File: src/design/top_k_prefix_autocomplete_top_macros.svh
// Assertion macros shared by the autocomplete block.
// No dependencies; define ASSERT_OFF to compile the checks out.
`ifndef TOP_K_PREFIX_AUTOCOMPLETE_TOP_MACROS_SVH
`define TOP_K_PREFIX_AUTOCOMPLETE_TOP_MACROS_SVH
`ifndef ASSERT_OFF
`define TKPA_ASSERT(lbl, clk, rst_n, prop, msg) \
    lbl: assert property (@(posedge clk) disable iff (!rst_n) prop) else $error(msg);
`define TKPA_NEVER(lbl, clk, rst_n, expr, msg) \
    `TKPA_ASSERT(lbl, clk, rst_n, !(expr), msg)
`else
`define TKPA_ASSERT(lbl, clk, rst_n, prop, msg)
`define TKPA_NEVER(lbl, clk, rst_n, expr, msg)
`endif
`endif

File: src/design/tkpa_pkg.sv
// Package for the autocomplete block: sizes, codes, state type and
// the command and status structs between controller and datapath. No dependencies.
package tkpa_pkg;

    localparam int MAX_WORDS    = 1024;
    localparam int MAX_WORD_LEN = 15;
    localparam int TOP_K        = 10;

    localparam int SYM_W      = 8;
    localparam int FREQ_W     = 20;
    localparam int WORD_ID_W  = 10;

    localparam int WID_W      = $clog2(MAX_WORDS);
    localparam int CNT_W      = $clog2(MAX_WORDS + 1);
    localparam int LEN_W      = $clog2(MAX_WORD_LEN + 1);
    localparam int IDX_W      = $clog2(MAX_WORD_LEN);
    localparam int CHAR_DEPTH = MAX_WORDS * MAX_WORD_LEN;
    localparam int CADDR_W    = $clog2(CHAR_DEPTH);
    localparam int P_W        = $clog2(TOP_K + 1);
    localparam int KIDX_W     = (TOP_K > 1) ? $clog2(TOP_K) : 1;
    localparam int META_W     = LEN_W + FREQ_W;

    // Request type codes.
    localparam logic REQ_INSERT = 1'b0;
    localparam logic REQ_QUERY  = 1'b1;

    typedef enum logic [3:0] {
        S_IDLE,
        S_WSTART,
        S_WMETA,
        S_CREQ,
        S_CCAP,
        S_OFFER,
        S_CMP,
        S_TREQ,
        S_TCAP,
        S_INS,
        S_WNEXT,
        S_EMIT
    } st_t;

    typedef struct packed {
        logic ins_accept;
        logic pat_accept;
        logic scan_start;
        logic meta_rd;
        logic meta_cap;
        logic chr_rd;
        logic chr_cap;
        logic offer_start;
        logic p_dec;
        logic tie_start;
        logic tie_rd;
        logic i_inc;
        logic ins_do;
        logic w_next;
        logic emit_start;
        logic emit_next;
    } cmd_t;

    typedef struct packed {
        logic w_done;
        logic len_short;
        logic load_done;
        logic chr_mis;
        logic p_zero;
        logic freq_gt;
        logic freq_lt;
        logic tie_done;
        logic len_lt;
        logic chr_lt;
        logic chr_gt;
        logic emit_last;
    } sts_t;

endpackage

File: src/design/tkpa_ctrl.sv
// Controller state machine: handshakes, word scan, ranking and result sequencing.
// Depends on tkpa_pkg.
module tkpa_ctrl import tkpa_pkg::*; (
    input  logic clk,
    input  logic rst_n,
    input  logic in_valid,
    input  logic in_req_type,
    input  logic in_last,
    output logic in_ready,
    output logic out_valid,
    input  logic out_ready,
    input  sts_t sts,
    output cmd_t cmd
);
    st_t state_reg;
    st_t state_next;

    always_ff @(posedge clk or negedge rst_n)
    begin
        if (!rst_n)
        begin
            state_reg <= S_IDLE;
        end
        else
        begin
            state_reg <= state_next;
        end
    end

    // Next state.
    always_comb
    begin
        state_next = state_reg;
        unique case (state_reg)
            S_IDLE:
            begin
                if (in_valid && in_req_type == REQ_QUERY && in_last)
                begin
                    state_next = S_WSTART;
                end
            end
            S_WSTART:
            begin
                state_next = sts.w_done ? S_EMIT : S_WMETA;
            end
            S_WMETA:
            begin
                state_next = sts.len_short ? S_WNEXT : S_CREQ;
            end
            S_CREQ:
            begin
                state_next = sts.load_done ? S_OFFER : S_CCAP;
            end
            S_CCAP:
            begin
                state_next = sts.chr_mis ? S_WNEXT : S_CREQ;
            end
            S_OFFER:
            begin
                state_next = S_CMP;
            end
            S_CMP:
            begin
                priority if (sts.p_zero)
                begin
                    state_next = S_INS;
                end
                else if (sts.freq_gt)
                begin
                    state_next = S_CMP;
                end
                else if (sts.freq_lt)
                begin
                    state_next = S_INS;
                end
                else
                begin
                    state_next = S_TREQ;
                end
            end
            S_TREQ:
            begin
                priority if (!sts.tie_done)
                begin
                    state_next = S_TCAP;
                end
                else if (sts.len_lt)
                begin
                    state_next = S_CMP;
                end
                else
                begin
                    state_next = S_INS;
                end
            end
            S_TCAP:
            begin
                priority if (sts.chr_lt)
                begin
                    state_next = S_CMP;
                end
                else if (sts.chr_gt)
                begin
                    state_next = S_INS;
                end
                else
                begin
                    state_next = S_TREQ;
                end
            end
            S_INS:
            begin
                state_next = S_WNEXT;
            end
            S_WNEXT:
            begin
                state_next = S_WSTART;
            end
            S_EMIT:
            begin
                if (out_ready && sts.emit_last)
                begin
                    state_next = S_IDLE;
                end
            end
            default:
            begin
                state_next = S_IDLE;
            end
        endcase
    end

    // Outputs and datapath commands.
    always_comb
    begin
        cmd       = '0;
        in_ready  = 1'b0;
        out_valid = 1'b0;
        unique case (state_reg)
            S_IDLE:
            begin
                in_ready = 1'b1;
                if (in_valid)
                begin
                    if (in_req_type == REQ_INSERT)
                    begin
                        cmd.ins_accept = 1'b1;
                    end
                    else
                    begin
                        cmd.pat_accept = 1'b1;
                        cmd.scan_start = in_last;
                    end
                end
            end
            S_WSTART:
            begin
                cmd.emit_start = sts.w_done;
                cmd.meta_rd    = !sts.w_done;
            end
            S_WMETA:
            begin
                cmd.meta_cap = 1'b1;
            end
            S_CREQ:
            begin
                cmd.chr_rd = !sts.load_done;
            end
            S_CCAP:
            begin
                cmd.chr_cap = !sts.chr_mis;
            end
            S_OFFER:
            begin
                cmd.offer_start = 1'b1;
            end
            S_CMP:
            begin
                cmd.p_dec     = !sts.p_zero && sts.freq_gt;
                cmd.tie_start = !sts.p_zero && !sts.freq_gt && !sts.freq_lt;
            end
            S_TREQ:
            begin
                cmd.tie_rd = !sts.tie_done;
                cmd.p_dec  = sts.tie_done && sts.len_lt;
            end
            S_TCAP:
            begin
                cmd.p_dec = sts.chr_lt;
                cmd.i_inc = !sts.chr_lt && !sts.chr_gt;
            end
            S_INS:
            begin
                cmd.ins_do = 1'b1;
            end
            S_WNEXT:
            begin
                cmd.w_next = 1'b1;
            end
            S_EMIT:
            begin
                out_valid     = 1'b1;
                cmd.emit_next = out_ready;
            end
            default:
            begin
                cmd = '0;
            end
        endcase
    end
endmodule

File: config.mk
export PLATFORM = sky130hd
export DESIGN_NAME = tkpa_ctrl
export DESIGN_NICKNAME = d
export VERILOG_FILES = /design/src/design/top_k_prefix_autocomplete_top_macros.svh /design/src/design/tkpa_pkg.sv /design/src/design/tkpa_ctrl.sv
export SDC_FILE = /design/constraint.sdc
export NUM_CORES = 1
export LEC_CHECK = 0
export BUFFER_PORTS_ARGS = -buffer_cell sky130_fd_sc_hd__buf_2
export CORE_AREA = 2 2 39 41
export CTS_BUF_LIST = sky130_fd_sc_hd__clkbuf_16
export DETAILED_ROUTE_END_ITERATION = 10
export DIE_AREA = 0 0 41 43
export PLACE_DENSITY = 0.74
export REMOVE_ABC_BUFFERS = 1
export SETUP_SLACK_MARGIN = 0.3
export SLEW_MARGIN = 10
export SYNTH_ARGS = -nofsm -noshare
export SYNTH_HDL_FRONTEND = slang
export SYNTH_SLANG_ARGS = --single-unit
File: constraint.sdc
create_clock -name clk -period 2.3 [get_ports clk]
set_input_delay 0.345 -clock clk [delete_from_list [all_inputs] [get_ports clk]]
set_output_delay 0.345 -clock clk [all_outputs]
set_load 0.005 [all_outputs]
[Word-level counts from Yosys, hierarchy flattened]
Cells that the tools add are included.
Storage, ports and cells
  register bits: 4
  input bits: 18
  output and inout port bits: 18
  word-level logic and storage cells: 66
Operators by class
  equality and inequality tests: 13
  muxes and demuxes: 33
  reduce and logical (&&, ||, !) cells: 19
Operators by type and width (number)
  4-bit 2-to-1 mux: 12
  4-bit one-hot mux with 12 select lines: 1
  4-bit by 3-bit == test with 1-bit output (second input constant): 4
  4-bit == test (second input constant): 4
  1-bit 2-to-1 mux: 16
  1-bit zero test: 9
  4-bit by 2-bit == test with 1-bit output (second input constant): 2
  1-bit logical AND: 8
  3-bit 2-to-1 mux: 2
  4-bit by 1-bit == test with 1-bit output (second input constant): 1
  4-bit zero test: 1
  2-bit inequality test (second input constant): 2
  1-bit one-hot mux with 3 select lines: 1
  2-bit 2-to-1 mux: 1
  2-bit AND reduction: 1

[Depth between registers and ports, before layout]
  word-level depth: 4
  depth in mapped cells: 7
  depth with buffers taken out: 5

[Worst setup path before layout]
Ideal clock, no wire load.
  kind: reg-to-output
  from: register state_reg[0]
  to: output cmd[13] in the netlist's numbering
  arrival time: 1.370 ns
  data required time: 1.955 ns
  slack: 0.585 ns
  cell stages (with the launch flop): 7
  path buffers: 2
  cells stage by stage: dfrtp_1 -> buf_2 -> or2_1 -> buf_2 -> nor3_2 -> and3_1 -> and2_1
RTL lines
  from (decl): RTL line tkpa_ctrl.sv:15  | st_t state_reg;
  from (signal assigned): RTL line tkpa_ctrl.sv:26  | state_reg <= state_next;
  to (decl): RTL line tkpa_ctrl.sv:13  | output cmd_t cmd

==> results.sh <==
export IMPL_status="finished clean"
export IMPL_whs_ns=0.411
export IMPL_detailed_place_hpwl_mm=1.33
export IMPL_r2r_cells=6
export IMPL_reg2reg_to="state_reg[0]$_DFFE_PN0P_"
export IMPL_grt_overflow=0
export IMPL_layout_commonest_cell="buf_2"
export IMPL_min_to="state_reg[3]$_DFFE_PN0P_"
export IMPL_cp_required_ns=1.96
export IMPL_power_frac_clock_pct=27.8
export IMPL_path_cells="or2_4, nor3_4, and3_1, and2_1, buf_2"
export IMPL_num_vias=766
export IMPL_antenna_left=0
export IMPL_finalHoldViolations=0
export IMPL_wirelength_mm=1.76
export IMPL_ys_seq_area_share_pct=18.6
export IMPL_arrival_ns=1.61
export IMPL_netlist_instances=83
export IMPL_drtIter0Drc=38
export IMPL_finalSetupTns_ns=0
export IMPL_grt_pass1_wl_mm=2.69
export IMPL_core_area_mm2=0.00138
export IMPL_peakVddDrop_mv=0.693
export IMPL_gp_congestion=1.01
export IMPL_worstMarginPinSlew_ns=0.283
export IMPL_period_minus_slack_ns=1.95
export IMPL_pwr_share_comb_pct=55.0
export IMPL_fmax_mhz=513
export IMPL_most_common_layout_cells="buf_2 (35), nor2_1 (12), nand2_1 (11), nor3_1 (6)"
export IMPL_vias_per_cell=5.72
export IMPL_cts_buffers=3
export IMPL_seqPwrFrac_pct=17.1
export IMPL_maxCapViolations=0
export IMPL_fin_crit_sh_pct=84.8
export IMPL_num_fill_cells=139
export IMPL_grt_usage_pct=22.8
export IMPL_swShare_pct=42.9
export IMPL_drc=0
export IMPL_critPathTopFamily="simple AND/OR/NAND/NOR gates"
export IMPL_initial_utilization_pct=39.0
export IMPL_avgSynthCellArea_um2=6.50
export IMPL_cts_sinks=4
export IMPL_ys_ff_latch=4
export IMPL_yosysWarnings=0
export IMPL_area_growth_pct=52.2
export IMPL_critPathKind="flip-flop to primary output"
export IMPL_routedWlPerCell_um=13.2
export IMPL_finalWorstSetupSlack_ns=0.349
export IMPL_finalClockSkew_ns=0.00341
export IMPL_postPlaceCellArea_um2=719
export IMPL_io_pins=36
export IMPL_rsz0062_at_grt="false"
export IMPL_cp_depth=5
export IMPL_drive_gt1_share_pct=39.0
export IMPL_r2r_slack_ns=0.63
export IMPL_grt_max_degree=15
export IMPL_final_seq_area_um2=103
export IMPL_dp_slack_ns=0.526
export IMPL_num_antenna_cells=0
export IMPL_cp_max_fo=8
export IMPL_die_area_mm2=0.00176
export IMPL_io_buffers=35
export IMPL_intPower_w=0.000568
export IMPL_hold_class="input port to flip-flop"
export IMPL_ys_types=32
export IMPL_max_slew_margin_pct=80.9
export IMPL_antenna_found_initial=0
export IMPL_finalSetupViolCount=0
export IMPL_drt_pre_antenna_iters=4
export IMPL_timing_rr_start="state_reg[3]$_DFFE_PN0P_"
export IMPL_clk_path_buf_depth=2
export IMPL_critPathSlowestCell="dfrtp_1"
export IMPL_first_global_vias=614
export IMPL_clock_latency_ns=0.23
export IMPL_hold_start="sts[1]"
export IMPL_htree_num_levels=1
export IMPL_slew_violations=0
export IMPL_postLayoutCellArea_um2=821
export IMPL_rows=14
export IMPL_worstSetupStartpointType="flip-flop"
export IMPL_die_h_um=43
export IMPL_crit_path_end_kind="primary output"
export IMPL_max_stage_delay_ns=0.46
export IMPL_final_nets=138
export IMPL_cts_clk_slew_worst_paths_ns=0.03
export IMPL_die_w_um=41
export IMPL_largest_register_ffs=4
export IMPL_leakagePower_nw=0.407
export IMPL_multiInputGateArea_um2=408
export IMPL_synth_area_um2=539
export IMPL_cts_tree="done"
export IMPL_hold_path_depth=3
export IMPL_utilization_pct=59.3
export IMPL_cp_buffers_inverters=1
export IMPL_power_density_mw_per_mm2=1210
export IMPL_root_buffer="clkbuf_16"
export IMPL_p_sw_w=0.000426
[repair_timing]
item | CTS | global route
endpoints found under the setup margin | 1 | 3
setup buffers | 0 | 0
endpoints found under the hold margin | 4 | 0
hold buffers | 1 | 0
gates resized for setup | 1 | 5
[kinds of logic (layout without fill, tap and decap cells)]
family          Yosys count  in the layout  synth area share, %
buf+inv                  10             45                 8.35
flops                     4              4                 18.6
compound gates           19             19                 25.3
simple gates             50             50                 47.8
[cell usage after synthesis]
library cell  count  share of area, %
a211oi_1          3               4.2
a21oi_1           3               2.8
a221o_1           1               1.9
a22oi_1           1               1.4
a311o_1           1               1.9
a32oi_1           1               1.6
and2_1            3               3.5
and3_1            1               1.2
buf_2             3               2.8
buf_4             1               1.4
clkbuf_1          2               1.4
dfrtp_1           4                19
inv_1             4               2.8
nand2_1          11               7.7
nand2b_1          6               7.0
nand3_1           1              0.93
nand3b_1          1               1.4
nand4_1           1               1.2
nor2_1           12               8.4
nor3_1            6               5.6
nor3_2            1               1.9
nor3b_1           1               1.4
nor4_1            3               3.5
nor4b_1           2               3.2
o2111ai_1         1               1.6
o211ai_1          1               1.4
o21ai_0           3               2.8
o21ai_1           1              0.93
o22a_1            1               1.6
o31ai_1           1               1.4
o32a_1            1               1.9
or2_1             1               1.2
[power by group through the flow]
stage / combinational [W] / clock (W) / sequential, W
2_1_floorplan: 0.000319 / 0 / 0.000172
3_3_place_gp: 0.000512 / 0 / 0.000153
3_5_place_dp: 0.000514 / 0 / 0.000160
4_1_cts: 0.000527 / 0.000280 / 0.000161
5_1_grt: 0.000611 / 0.000287 / 0.000177
6_report: 0.000547 / 0.000277 / 0.000170
[cell type report]
type | count | area share, %
Tap cell | 16 | 2.44
Inverter | 4 | 1.83
Sequential cell | 4 | 12.5
Multi-Input combinational cell | 69 | 49.7
Timing Repair Buffer | 38 | 24.4
Clock buffer | 3 | 9.15
[routing by layer]
| layer | GRT usage, % | routed length, um | up-vias |
|---|---|---|---|
| li1 | - | - | 371 |
| met1 | 31.3 | 734 | 347 |
| met2 | 32.2 | 817 | 46 |
| met3 | 6.28 | 189 | 2 |
| met4 | 10.0 | 23 | 0 |
| met5 | 0 | 0 | - |
[worst min-delay path, delay by kind of cell]
family | cells | cell delay (ns)
simple gates | 2 | 0.14
buf+inv | 1 | 0.10
[how the worst max path moves through the flow]
stage                                     to                     start  slack (ns)
global placement    state_reg[0]$_DFFE_PN0P_  state_reg[2]$_DFFE_PN0P_        0.54
floorplan           state_reg[0]$_DFFE_PN0P_  state_reg[3]$_DFFE_PN0P_        0.67
finish                               cmd[13]  state_reg[1]$_DFFE_PN0P_        0.35
CTS                                   cmd[6]  state_reg[2]$_DFFE_PN0P_        0.30
detailed placement                   cmd[13]  state_reg[0]$_DFFE_PN0P_        0.53
global route                         cmd[13]  state_reg[1]$_DFFE_PN0P_        0.31
[stage by stage]
| stage | std cells | total power (W) |
|---|---|---|
| 6_report | 134 | 0.000994 |
| 5_1_grt | 134 | 0.00107 |
| 4_1_cts | 134 | 0.000968 |
| 3_5_place_dp | 130 | 0.000674 |
| 3_3_place_gp | 130 | 0.000665 |
| 2_1_floorplan | 77 | 0.000491 |
(Power assumes the default switching activity.)
